`src/hw/rtl/pbrg_pkg.sv`:
```
// Types, constants and the arctangent table of the bearing and range block.
// No dependencies.
package pbrg_pkg;

  localparam int POS_W     = 16;
  localparam int OFS_W     = 17;
  localparam int RNG_W     = 17;
  localparam int ANG_W     = 16;
  localparam int CX_W      = 28;
  localparam int Z_W       = 32;
  localparam int SQ_W      = 34;
  localparam int CFG_IDX_W = 2;
  localparam int ATAN_LEN  = 24;
  localparam int ISQRT_STEPS = 17;

  localparam logic [CFG_IDX_W-1:0] CFG_ARRIVE = 2'd0;
  localparam logic [CFG_IDX_W-1:0] CFG_CLOSE  = 2'd1;

  localparam logic [RNG_W-1:0] ARRIVE_RESET = 17'd26;
  localparam logic [RNG_W-1:0] CLOSE_RESET  = 17'd512;

  localparam logic [Z_W-1:0]  HALF_TURN  = 32'h8000_0000;
  localparam logic [Z_W-1:0]  ROUND_HALF = 32'h0000_8000;
  localparam logic [SQ_W-1:0] SQRT_BIT0  = 34'h1_0000_0000;

  typedef enum logic [2:0] {
    ST_IDLE,
    ST_SQX,
    ST_SQY,
    ST_ITER,
    ST_FIN
  } state_t;

  typedef struct packed {
    logic load;
    logic sq_x;
    logic sq_y;
    logic iter;
  } ctrl_t;

  typedef struct packed {
    logic last;
  } stat_t;

  function automatic logic [Z_W-1:0] atan_entry(input logic [4:0] idx);
    logic [Z_W-1:0] v;
    case (idx)
      5'd0:    v = 32'd536870912;
      5'd1:    v = 32'd316933406;
      5'd2:    v = 32'd167458907;
      5'd3:    v = 32'd85004756;
      5'd4:    v = 32'd42667331;
      5'd5:    v = 32'd21354465;
      5'd6:    v = 32'd10679838;
      5'd7:    v = 32'd5340245;
      5'd8:    v = 32'd2670163;
      5'd9:    v = 32'd1335087;
      5'd10:   v = 32'd667544;
      5'd11:   v = 32'd333772;
      5'd12:   v = 32'd166886;
      5'd13:   v = 32'd83443;
      5'd14:   v = 32'd41722;
      5'd15:   v = 32'd20861;
      5'd16:   v = 32'd10430;
      5'd17:   v = 32'd5215;
      5'd18:   v = 32'd2608;
      5'd19:   v = 32'd1304;
      5'd20:   v = 32'd652;
      5'd21:   v = 32'd326;
      5'd22:   v = 32'd163;
      5'd23:   v = 32'd81;
      default: v = '0;
    endcase
    return v;
  endfunction

endpackage

```
`src/hw/rtl/pursuit_bearing_range_guidance.sv`:
```
// Pursuit guidance top level: sequencer, aim-point state, configuration and
// output register. Depends on pbrg_pkg and pbrg_solver.
//
// Usage:
//   Input channel in_*: pursuer pose and target position; a transfer happens
//   when in_valid is high and in_stall low. in_stall is high while an item is
//   in work, so one item is processed at a time.
//   Output channel out_*: one result per item, heading_error and range_out.
//   The result sits in an output register; the next item is accepted while it
//   waits to be taken.
//   Sequence: accept, squaring of dx then of dy, the solver iterations (square
//   root and CORDIC share them), the finish step, then out_valid rises; a new
//   item is taken only after the last one leaves the finish step, as the
//   single shared iteration unit limits throughput.
//   Configuration port cfg_*: index 0 arrive_threshold, index 1 close_range;
//   always ready; to be written between items, which the block does not enforce.
//   Reset: synchronous on rst_n low; clears the aim-point flags, restores the
//   thresholds to 26 and 512 and drops out_valid.
//   Stall: while out_stall holds a waiting result, a finished item waits in
//   the finish step until the output register frees.
module pursuit_bearing_range_guidance #(
  parameter int CORDIC_STEPS = 16
) (
  input  logic                                 clk,
  input  logic                                 rst_n,
  input  logic                                 in_valid,
  output logic                                 in_stall,
  input  logic signed [pbrg_pkg::POS_W-1:0]    in_pursuer_x,
  input  logic signed [pbrg_pkg::POS_W-1:0]    in_pursuer_y,
  input  logic signed [pbrg_pkg::ANG_W-1:0]    in_pursuer_heading,
  input  logic signed [pbrg_pkg::POS_W-1:0]    in_target_x,
  input  logic signed [pbrg_pkg::POS_W-1:0]    in_target_y,
  output logic                                 out_valid,
  input  logic                                 out_stall,
  output logic signed [pbrg_pkg::ANG_W-1:0]    out_heading_error,
  output logic [pbrg_pkg::RNG_W-1:0]           out_range_out,
  input  logic                                 cfg_valid,
  output logic                                 cfg_ready,
  input  logic [pbrg_pkg::CFG_IDX_W-1:0]       cfg_index,
  input  logic [pbrg_pkg::RNG_W-1:0]           cfg_data
);

  pbrg_pkg::state_t state_r, state_nxt;
  pbrg_pkg::ctrl_t  ctrl;
  pbrg_pkg::stat_t  stat;

  logic [pbrg_pkg::RNG_W-1:0]        arrive_r, close_r;
  logic [pbrg_pkg::POS_W-1:0]        latched_x_r, latched_y_r;
  logic                              latched_valid_r, point_reached_r;
  logic [pbrg_pkg::ANG_W-1:0]        hd_r;
  logic                              out_valid_r;
  logic [pbrg_pkg::ANG_W-1:0]        err_r;
  logic [pbrg_pkg::RNG_W-1:0]        rng_out_r;

  logic                              accept, fin_fire;
  logic signed [pbrg_pkg::POS_W-1:0] aim_x, aim_y;
  logic signed [pbrg_pkg::OFS_W-1:0] dx, dy;
  logic [pbrg_pkg::RNG_W-1:0]        rng;
  logic [pbrg_pkg::ANG_W-1:0]        bearing;
  logic [pbrg_pkg::RNG_W-1:0]        rng_sel;

  assign in_stall  = (state_r != pbrg_pkg::ST_IDLE);
  assign accept    = in_valid && !in_stall;
  assign fin_fire  = (state_r == pbrg_pkg::ST_FIN) && (!out_valid_r || !out_stall);
  assign cfg_ready = 1'b1;

  always_comb begin
    state_nxt = state_r;
    unique case (state_r)
      pbrg_pkg::ST_IDLE: if (in_valid) state_nxt = pbrg_pkg::ST_SQX;
      pbrg_pkg::ST_SQX:  state_nxt = pbrg_pkg::ST_SQY;
      pbrg_pkg::ST_SQY:  state_nxt = pbrg_pkg::ST_ITER;
      pbrg_pkg::ST_ITER: if (stat.last) state_nxt = pbrg_pkg::ST_FIN;
      pbrg_pkg::ST_FIN:  if (!out_valid_r || !out_stall) state_nxt = pbrg_pkg::ST_IDLE;
      default:           state_nxt = pbrg_pkg::ST_IDLE;
    endcase
  end

  always_comb begin
    ctrl = '0;
    unique case (state_r)
      pbrg_pkg::ST_IDLE: ctrl.load = in_valid;
      pbrg_pkg::ST_SQX:  ctrl.sq_x = 1'b1;
      pbrg_pkg::ST_SQY:  ctrl.sq_y = 1'b1;
      pbrg_pkg::ST_ITER: ctrl.iter = 1'b1;
      pbrg_pkg::ST_FIN:  ctrl = '0;
      default:           ctrl = '0;
    endcase
  end

  always_ff @(posedge clk) begin
    if (!rst_n) begin
      state_r <= pbrg_pkg::ST_IDLE;
    end else begin
      state_r <= state_nxt;
    end
  end

  always_ff @(posedge clk) begin
    if (!rst_n) begin
      arrive_r <= pbrg_pkg::ARRIVE_RESET;
      close_r  <= pbrg_pkg::CLOSE_RESET;
    end else if (cfg_valid && cfg_ready) begin
      unique case (cfg_index)
        pbrg_pkg::CFG_ARRIVE: arrive_r <= cfg_data;
        pbrg_pkg::CFG_CLOSE:  close_r  <= cfg_data;
        default: ;
      endcase
    end
  end

  // aim at the latched point until it is reached, the live target after that
  assign aim_x = (point_reached_r || !latched_valid_r) ? in_target_x : latched_x_r;
  assign aim_y = (point_reached_r || !latched_valid_r) ? in_target_y : latched_y_r;
  assign dx = {aim_x[pbrg_pkg::POS_W-1], aim_x}
            - {in_pursuer_x[pbrg_pkg::POS_W-1], in_pursuer_x};
  assign dy = {aim_y[pbrg_pkg::POS_W-1], aim_y}
            - {in_pursuer_y[pbrg_pkg::POS_W-1], in_pursuer_y};

  pbrg_solver #(
    .CORDIC_STEPS(CORDIC_STEPS)
  ) u_solver (
    .clk       (clk),
    .rst_n     (rst_n),
    .ctrl      (ctrl),
    .dx_i      (dx),
    .dy_i      (dy),
    .stat      (stat),
    .range_o   (rng),
    .bearing_o (bearing)
  );

  assign rng_sel = !point_reached_r ? rng : ((rng < close_r) ? rng : '0);

  always_ff @(posedge clk) begin
    if (!rst_n) begin
      latched_valid_r <= 1'b0;
      point_reached_r <= 1'b0;
      latched_x_r     <= '0;
      latched_y_r     <= '0;
    end else begin
      if (accept && !latched_valid_r) begin
        latched_x_r     <= in_target_x;
        latched_y_r     <= in_target_y;
        latched_valid_r <= 1'b1;
      end
      if (fin_fire && !point_reached_r && (rng < arrive_r)) begin
        point_reached_r <= 1'b1;
      end
    end
  end

  always_ff @(posedge clk) begin
    if (accept) begin
      hd_r <= in_pursuer_heading;
    end
  end

  always_ff @(posedge clk) begin
    if (!rst_n) begin
      out_valid_r <= 1'b0;
    end else if (fin_fire) begin
      out_valid_r <= 1'b1;
    end else if (!out_stall) begin
      out_valid_r <= 1'b0;
    end
  end

  always_ff @(posedge clk) begin
    if (fin_fire) begin
      err_r     <= bearing - hd_r;
      rng_out_r <= rng_sel;
    end
  end

  assign out_valid         = out_valid_r;
  assign out_heading_error = err_r;
  assign out_range_out     = rng_out_r;

endmodule

```
`src/hw/rtl/pbrg_solver.sv`:
```
// Iterative range and bearing unit: shared squarer, bit-serial square root
// and CORDIC vectoring stepped by the top-level sequencer. Uses pbrg_pkg.
module pbrg_solver #(
  parameter int CORDIC_STEPS = 16
) (
  input  logic                               clk,
  input  logic                               rst_n,
  input  pbrg_pkg::ctrl_t                    ctrl,
  input  logic signed [pbrg_pkg::OFS_W-1:0]  dx_i,
  input  logic signed [pbrg_pkg::OFS_W-1:0]  dy_i,
  output pbrg_pkg::stat_t                    stat,
  output logic [pbrg_pkg::RNG_W-1:0]         range_o,
  output logic [pbrg_pkg::ANG_W-1:0]         bearing_o
);

  localparam int STEPS_EFF = (CORDIC_STEPS > pbrg_pkg::ATAN_LEN) ? pbrg_pkg::ATAN_LEN
                                                                  : CORDIC_STEPS;
  localparam int ITER_N = (STEPS_EFF > pbrg_pkg::ISQRT_STEPS) ? STEPS_EFF
                                                              : pbrg_pkg::ISQRT_STEPS;
  localparam int CNT_W = $clog2(ITER_N);

  logic signed [pbrg_pkg::OFS_W-1:0] dx_r, dy_r;
  logic                              zero_r;
  logic signed [pbrg_pkg::CX_W-1:0]  x_r, y_r;
  logic [pbrg_pkg::Z_W-1:0]          z_r;
  logic [pbrg_pkg::SQ_W-1:0]         n_r, res_r, bit_r;
  logic [CNT_W-1:0]                  cnt_r;

  logic signed [pbrg_pkg::OFS_W-1:0] mul_a;
  logic [pbrg_pkg::POS_W-1:0]        mul_abs;
  logic [2*pbrg_pkg::POS_W-1:0]      mul_op, prod;
  logic [pbrg_pkg::SQ_W-1:0]         sq_v;
  logic signed [pbrg_pkg::CX_W-1:0]  x_ld, y_ld, xs, ys;
  logic [pbrg_pkg::SQ_W-1:0]         trial;
  logic [pbrg_pkg::Z_W-1:0]          atan_v, z_rnd;

  assign mul_a   = ctrl.sq_y ? dy_r : dx_r;
  assign mul_abs = mul_a[pbrg_pkg::OFS_W-1] ? 16'(-mul_a) : 16'(mul_a);
  assign mul_op  = {{pbrg_pkg::POS_W{1'b0}}, mul_abs};
  assign prod    = mul_op * mul_op;
  assign sq_v    = {{(pbrg_pkg::SQ_W-2*pbrg_pkg::POS_W){1'b0}}, prod};

  assign x_ld = {{(pbrg_pkg::CX_W-pbrg_pkg::OFS_W-8){dx_i[pbrg_pkg::OFS_W-1]}}, dx_i, 8'h00};
  assign y_ld = {{(pbrg_pkg::CX_W-pbrg_pkg::OFS_W-8){dy_i[pbrg_pkg::OFS_W-1]}}, dy_i, 8'h00};

  assign xs     = x_r >>> cnt_r;
  assign ys     = y_r >>> cnt_r;
  assign atan_v = pbrg_pkg::atan_entry(5'(cnt_r));
  assign trial  = res_r + bit_r;

  always_ff @(posedge clk) begin
    if (!rst_n) begin
      cnt_r <= '0;
    end else if (ctrl.load) begin
      cnt_r <= '0;
    end else if (ctrl.iter) begin
      cnt_r <= cnt_r + 1'b1;
    end
  end

  always_ff @(posedge clk) begin
    if (ctrl.load) begin
      dx_r   <= dx_i;
      dy_r   <= dy_i;
      zero_r <= (dx_i == '0) && (dy_i == '0);
      x_r    <= dx_i[pbrg_pkg::OFS_W-1] ? -x_ld : x_ld;
      y_r    <= dx_i[pbrg_pkg::OFS_W-1] ? -y_ld : y_ld;
      z_r    <= dx_i[pbrg_pkg::OFS_W-1] ? pbrg_pkg::HALF_TURN : '0;
      res_r  <= '0;
      bit_r  <= pbrg_pkg::SQRT_BIT0;
    end else if (ctrl.sq_x) begin
      n_r <= sq_v;
    end else if (ctrl.sq_y) begin
      n_r <= n_r + sq_v;
    end else if (ctrl.iter) begin
      if (cnt_r < CNT_W'(STEPS_EFF)) begin
        if (!y_r[pbrg_pkg::CX_W-1]) begin
          x_r <= x_r + ys;
          y_r <= y_r - xs;
          z_r <= z_r + atan_v;
        end else begin
          x_r <= x_r - ys;
          y_r <= y_r + xs;
          z_r <= z_r - atan_v;
        end
      end
      if (bit_r != '0) begin
        if (n_r >= trial) begin
          n_r   <= n_r - trial;
          res_r <= (res_r >> 1) + bit_r;
        end else begin
          res_r <= res_r >> 1;
        end
        bit_r <= bit_r >> 2;
      end
    end
  end

  assign z_rnd     = z_r + pbrg_pkg::ROUND_HALF;
  assign bearing_o = zero_r ? '0 : z_rnd[pbrg_pkg::Z_W-1:pbrg_pkg::Z_W-pbrg_pkg::ANG_W];
  assign range_o   = res_r[pbrg_pkg::RNG_W-1:0];
  assign stat.last = (cnt_r == CNT_W'(ITER_N - 1));

endmodule

```
`config.mk`:
```
export PLATFORM = sky130hd
export DESIGN_NAME = pursuit_bearing_range_guidance
export DESIGN_NICKNAME = d
export VERILOG_FILES = /design/src/hw/rtl/pbrg_pkg.sv /design/src/hw/rtl/pursuit_bearing_range_guidance.sv /design/src/hw/rtl/pbrg_solver.sv
export SDC_FILE = /design/constraint.sdc
export NUM_CORES = 2
export LEC_CHECK = 0
export BUFFER_PORTS_ARGS = -buffer_cell sky130_fd_sc_hd__buf_2
export CORE_UTILIZATION = 35
export CTS_CLUSTER_SIZE = 14
export DETAILED_ROUTE_END_ITERATION = 8
export MAX_ROUTING_LAYER = met4
export SYNTH_ARGS = -nofsm -noshare
export SYNTH_HDL_FRONTEND = slang
export SYNTH_SLANG_ARGS = --single-unit
```
`constraint.sdc`:
```
create_clock -name clk -period 13.5 [get_ports clk]
set_input_delay 2.7 -clock clk [delete_from_list [all_inputs] [get_ports clk]]
set_output_delay 2.7 -clock clk [all_outputs]
set_load 0.01 [all_outputs]
```
After elaboration in Yosys (flattened, before gate mapping)
Memory sizes are Yosys's and may differ from the RTL's. A register that Yosys moved wholly into a read port is not among the register bits.
Cells that the tools add are included.

storage, ports and cells
  flip-flop bits (word level) = 334
  latch bits = 0
  bits in writable memories = 0
  bits in read-only memories = 960
  logic and storage cells = 141
  memories kept = 1

cells by class
  add/sub/neg operators = 18
  $mul = 1
  divide/modulo/power cells = 0
  order comparisons = 4
  eq/ne operators = 12
  shifts and indexed selects = 2
  mux-type cells = 46
  bitwise logic cells = 4
  reductions and logical operators = 31

memory list
  memory           words  width  read ports  clocked after memory_dff  write ports  RTL line        source
  (no name shown)  32     30     1           1                         0            pbrg_pkg.sv:47  case (idx)

operators by type and width
  operator                number
  $mux 28                 14
  $mux 32                 8
  $mux 34                 5
  $mux 16                 4
  $add 28x28->28          2
  $neg 25->28             2
  $sshr 28x5->28          2
  $sub 28x28->28          2
  $mux 17                 3
  $add 33x33->34          1
  $add 34x32->34          1
  $add 34x33->34          1
  $ge 34x34->1            1
  $logic_not 17->1        2
  $lt 17x17->1            2
  $reduce_bool 34->1      1
  $sub 16x16->17          2
  $sub 34x34->34          1
  $add 32x16->32 const B  1
  $add 32x32->32          1
  $mul 16x16->32          1
  $sub 32x32->32          1
  $neg 16->16             1
  $sub 16x16->16          1
  other kinds (25)        58

Logic depth before layout (Yosys ltp)
  depth in word-level cells = 9
  gate-level depth with buffers = 46
  depth with buffers taken out = 42

By module
Synthesis repeated with hierarchy kept, for this count alone.

second synthesis, totals
  cell total of the unflattened synthesis = 4,789
  area total of the unflattened synthesis = 41,050.6 µm²

modules (own cells, without submodules)
  module                          instances  cells each  area each (µm²)
  pbrg_solver                     1          3,935       33,329.5
  pursuit_bearing_range_guidance  1          854         7,721.2

Worst setup path after synthesis
No wires, ideal clock.

  path type = register to register
  start = register state_r[1]
  end = register u_solver.n_r[29] (netlist bit), data pin
  arrival = 10.447 ns
  required time = 13.245 ns
  path slack = 2.798 ns
  stages on the path, launching flop included = 44
  path buffers = 5
  clock period less this slack = 10.702 ns
  path through = dfxtp_1 clkbuf_1 or3b_2 clkbuf_1 buf_1 nand2_1 nand2_1 clkinv_1 clkbuf_1 ha_1 o21ai_0 o21ai_0 xor2_1 inv_1 clkbuf_1 nor2_1 inv_1 fa_1 (+8 left out) ha_1 a2111oi_0 a221oi_1 o21ai_0 a21boi_0 o21ai_0 nand2b_1 xor2_1 ha_1 o21ai_0 o21a_1 or2_2 a221o_1 o31ai_1 xnor2_1 nor2_1 a311oi_1 o21ba_2

on the way
  cells in the longest elaborated chain, start to end = 9

RTL lines
  item                    RTL line                              source
  from (decl)             pursuit_bearing_range_guidance.sv:43  pbrg_pkg::state_t state_r, state_nxt;
  from (signal assigned)  pursuit_bearing_range_guidance.sv:93  state_r <= pbrg_pkg::ST_IDLE;
  from (signal assigned)  pursuit_bearing_range_guidance.sv:95  state_r <= state_nxt;
  $eq 3x2->1              pursuit_bearing_range_guidance.sv:81  unique case (state_r)
  $mux 1                  pursuit_bearing_range_guidance.sv:81
  $mux 17                 pbrg_solver.sv:37                     assign mul_a = ctrl.sq_y ? dy_r : dx_r;
  $neg 16->16             pbrg_solver.sv:38                     assign mul_abs = mul_a[pbrg_pkg::OFS_W-1] ? 16'(-mul_a) : 16'(mul_a);
  $mux 16                 pbrg_solver.sv:38
  $mul 16x16->32          pbrg_solver.sv:40                     assign prod = mul_op * mul_op;
  $add 34x32->34          pbrg_solver.sv:74                     n_r <= n_r + sq_v;
  $mux 34                 pbrg_solver.sv:73                     end else if (ctrl.sq_y) begin
  $mux 32 *               pbrg_solver.sv:71                     end else if (ctrl.sq_x) begin
  to (signal assigned)    pbrg_solver.sv:72                     n_r <= sq_v;
  to (signal assigned)    pbrg_solver.sv:74
  to (signal assigned)    pbrg_solver.sv:89                     n_r <= n_r - trial;
  to (decl)               pbrg_solver.sv:26                     logic [pbrg_pkg::SQ_W-1:0] n_r, res_r, bit_r;

Mark *: on every way between the ends. The rest lies on a longest branch, timed or not.
A chain may end at the register's enable or synchronous reset.

Worst setup path after layout
Ends and elaborated chain as after synthesis.

==> qor.yml <==
status:
  status: "finished clean"
logic_synthesis:
  synth_seq_cells: 364
  seq_area_frac_synth: 0.224
  async_flop_share: 0
  synth_cells: 4911
  synthTopCellsByCount: "483 x nand2_1, 430 x nor2_1, 419 x inv_1"
  ys.warnings.count: 0
  synth_top_family_by_area: "compound AO/OA/AOI/OAI gates"
  synth_area_leaders: "edfxtp_1 15%, ha_1 11%, fa_1 8.0%"
  synth_xor_area_frac: 0.0734
  yosysTopAreaCell: "edfxtp_1"
  synth_compound_area_frac: 0.198
  synth_top_area_frac: 0.148
  synthDistinctLibCells: 103
  avgSynthCellArea_um2: 8.51
  yosys.area_share.simple: 0.169
  synth_edf_count: 206
  yosysMostFrequentCell: "nand2_1"
  synthesis.nets: 5566
  ys.flop_type: "edfxtp_1"
  synthAdderAreaFrac: 0.195
  synthMuxAreaShare: 0.0817
  synth_area_um2: 41800
global_route:
  grt_first_pass_wirelength_mm: 198
  grt_max_degree: 76
  grt_pass1_vias: 35300
  grt_overflow_total: 0
  track_usage: 0.210
  antenna_found_initial: 3
die:
  rows: 126
  die_w_um: 348
  fp.dieH_um: 348
  io_pins: 140
  start_util: 0.353
  coreArea_um2: 118000
  die_area_um2: 121000
finish:
  fillers: 12100
  drive_above_1_share: 0.0916
  area_growth_pct: 9.11
  nets: 5605
sta:
  final_hold_viol_count: 0
  slew_violations: 0
  slew_headroom: 0.159
  setup_viol: 0
  fmax_mhz: 83.5
  rsz0062_at_grt: "false"
  finClkSkew_ps: 23.8
  worst_pin_slew_ps: 1260
  min_period_ps: 11980
  whs_ps: 463
  fin_crit_sh: 0.887
  fin_tns_setup_ps: 0
critical_path:
  cp_slowest_stage_delay_ps: 880
  crit_path_top_delay_cell: "xnor2_1"
  cp_common_cell: "fa_1"
  critPathMaxFanout: 19
  critPathRequiredTime_ps: 13900
  critPathCaptureType: "register"
  path_class: "reg -> reg"
  startpoint_type: "register"
  worst_ep_arrival_time_ps: 12370
drt:
  vias_per_cell: 5.61
  drt_iter0_drc: 2775
  ant_nets: 0
  first_pass_iters: 5
  wl_mm: 125
  drc_errors: 0
  vias: 36600
  post_drt_wl_per_cell_um: 19.2
clock_tree:
  cts_buffers: 47
  post-cts-setup-buffer-count: 0
  cts_num_sinks: 364
  cts-root-buf: "clkbuf_16"
  path_clk_slew_ps: 60
  postCtsHoldBufs: 0
  cts_tree: "built"
  clock_latency_ps: 650
  clockBufferDepth: 3
  cts_resized: 0
  h-tree-depth: 2
worst_hold_path:
  min_path_type: "reg -> reg"
placement:
  portBuffers: 138
  dp_hpwl_mm: 96.5
  gp_congestion: 0.934
job:
  cap_violations: 0
==> state kept, by name (all words and copies together) (netlist names), 17 cells and up <==
register	cells
arrive_r	17
u_solver.y_r	28
u_solver.x_r	28
u_solver.res_r	34
u_solver.z_r	32
close_r	17
u_solver.atan_v	30
u_solver.dy_r	17
u_solver.n_r	34
out_range_out	17
u_solver.bit_r	17
u_solver.dx_r	17
==> per-layer routing <==
layer  global-route usage  wire [um]
met1                0.272      56500
met2                0.335      57500
met3               0.0293       6810
met4               0.0731       4500
met5                    -          0
==> final cells by class <==
cell class | instances | area, um2 | share of cell area
antenna | 3 | 7.51 | 0.000165
clock buffer | 56 | 1300 | 0.0286
clock inverter | 30 | 284 | 0.00623
inverter | 429 | 1620 | 0.0354
multi-input combinational | 3925 | 30100 | 0.660
sequential | 364 | 9360 | 0.205
tap | 1536 | 1920 | 0.0421
timing repair buffer | 183 | 1030 | 0.0226
==> cells by family after synthesis <==
family,count (synthesis)
simple gates,1512
compound gates,1278
buf+inv,622
fa+ha+maj,553
flops,364
xor+xnor,347
mux,234
other cells,1
==> final timing paths <==
check                                                    end  slack, ps                         start  depth (start not counted)
worst min register to register  latched_y_r[10]$_SDFFE_PN0P_        460  latched_y_r[10]$_SDFFE_PN0P_                          2
worst min-delay path            latched_y_r[10]$_SDFFE_PN0P_        460  latched_y_r[10]$_SDFFE_PN0P_                          2
worst max register to register    u_solver.n_r[29]$_DFFE_PP_       1520       state_r[1]$_SDFFE_PN0P_                         38
worst max-delay path              u_solver.n_r[29]$_DFFE_PP_       1520       state_r[1]$_SDFFE_PN0P_                         38
==> per-stage QoR <==
step                      setup WS (ps)  std cells  utilization  cell area, um2
after global placement             1860       6437        0.372           44000
after floorplan                    2800       4911            -           41800
after CTS                          1590       6523        0.386           45600
after detailed placement           1630       6437        0.372           44000
after global routing                422       6525        0.386           45600
final                              1520       6526        0.386           45600
==> worst max-delay path: cells and delay by family (launching register included) <==
family / cells / cell delay (ps)
buffers and inverters: 5 / 1390
xor gates and xnor gates: 3 / 1210
and+or+nand+nor: 8 / 1300
DFF: 1 / 460
adders and majority gates: 9 / 4070
AOI/OAI and AO/OA: 13 / 3290
==> cell usage in the layout, fill, tap and decap left out, types with 16 or more instances in the layout <==
| master | n |
|---|---|
| nand2_1 | 482 |
| nor2_1 | 428 |
| inv_1 | 419 |
| ha_1 | 384 |
| a21oi_1 | 336 |
| o21ai_0 | 243 |
| xnor2_1 | 212 |
| edfxtp_1 | 206 |
| fa_1 | 167 |
| dfxtp_1 | 153 |
| buf_2 | 138 |
| xor2_1 | 133 |
| nor3_1 | 121 |
| a21o_1 | 101 |
| nand3_1 | 89 |
| mux2i_1 | 88 |
| a31oi_1 | 87 |
| a21boi_0 | 83 |
| mux4_2 | 74 |
| a211oi_1 | 69 |
| mux2_2 | 57 |
| o21a_1 | 57 |
| and2_1 | 54 |
| nand2b_1 | 51 |
| clkbuf_16 | 50 |
| and3_1 | 49 |
| buf_4 | 45 |
| nor2b_1 | 39 |
| o21bai_1 | 39 |
| nand4_1 | 35 |
| o211ai_1 | 34 |
| or3_1 | 33 |
| nor4_1 | 30 |
| o22ai_1 | 25 |
| or2_2 | 19 |
| o31ai_1 | 18 |
| nor3b_1 | 17 |
| a221oi_1 | 16 |
Power is left out: the tool's default activity adds up to more than one toggle a clock period on the data nets, which glitch-free logic cannot reach.
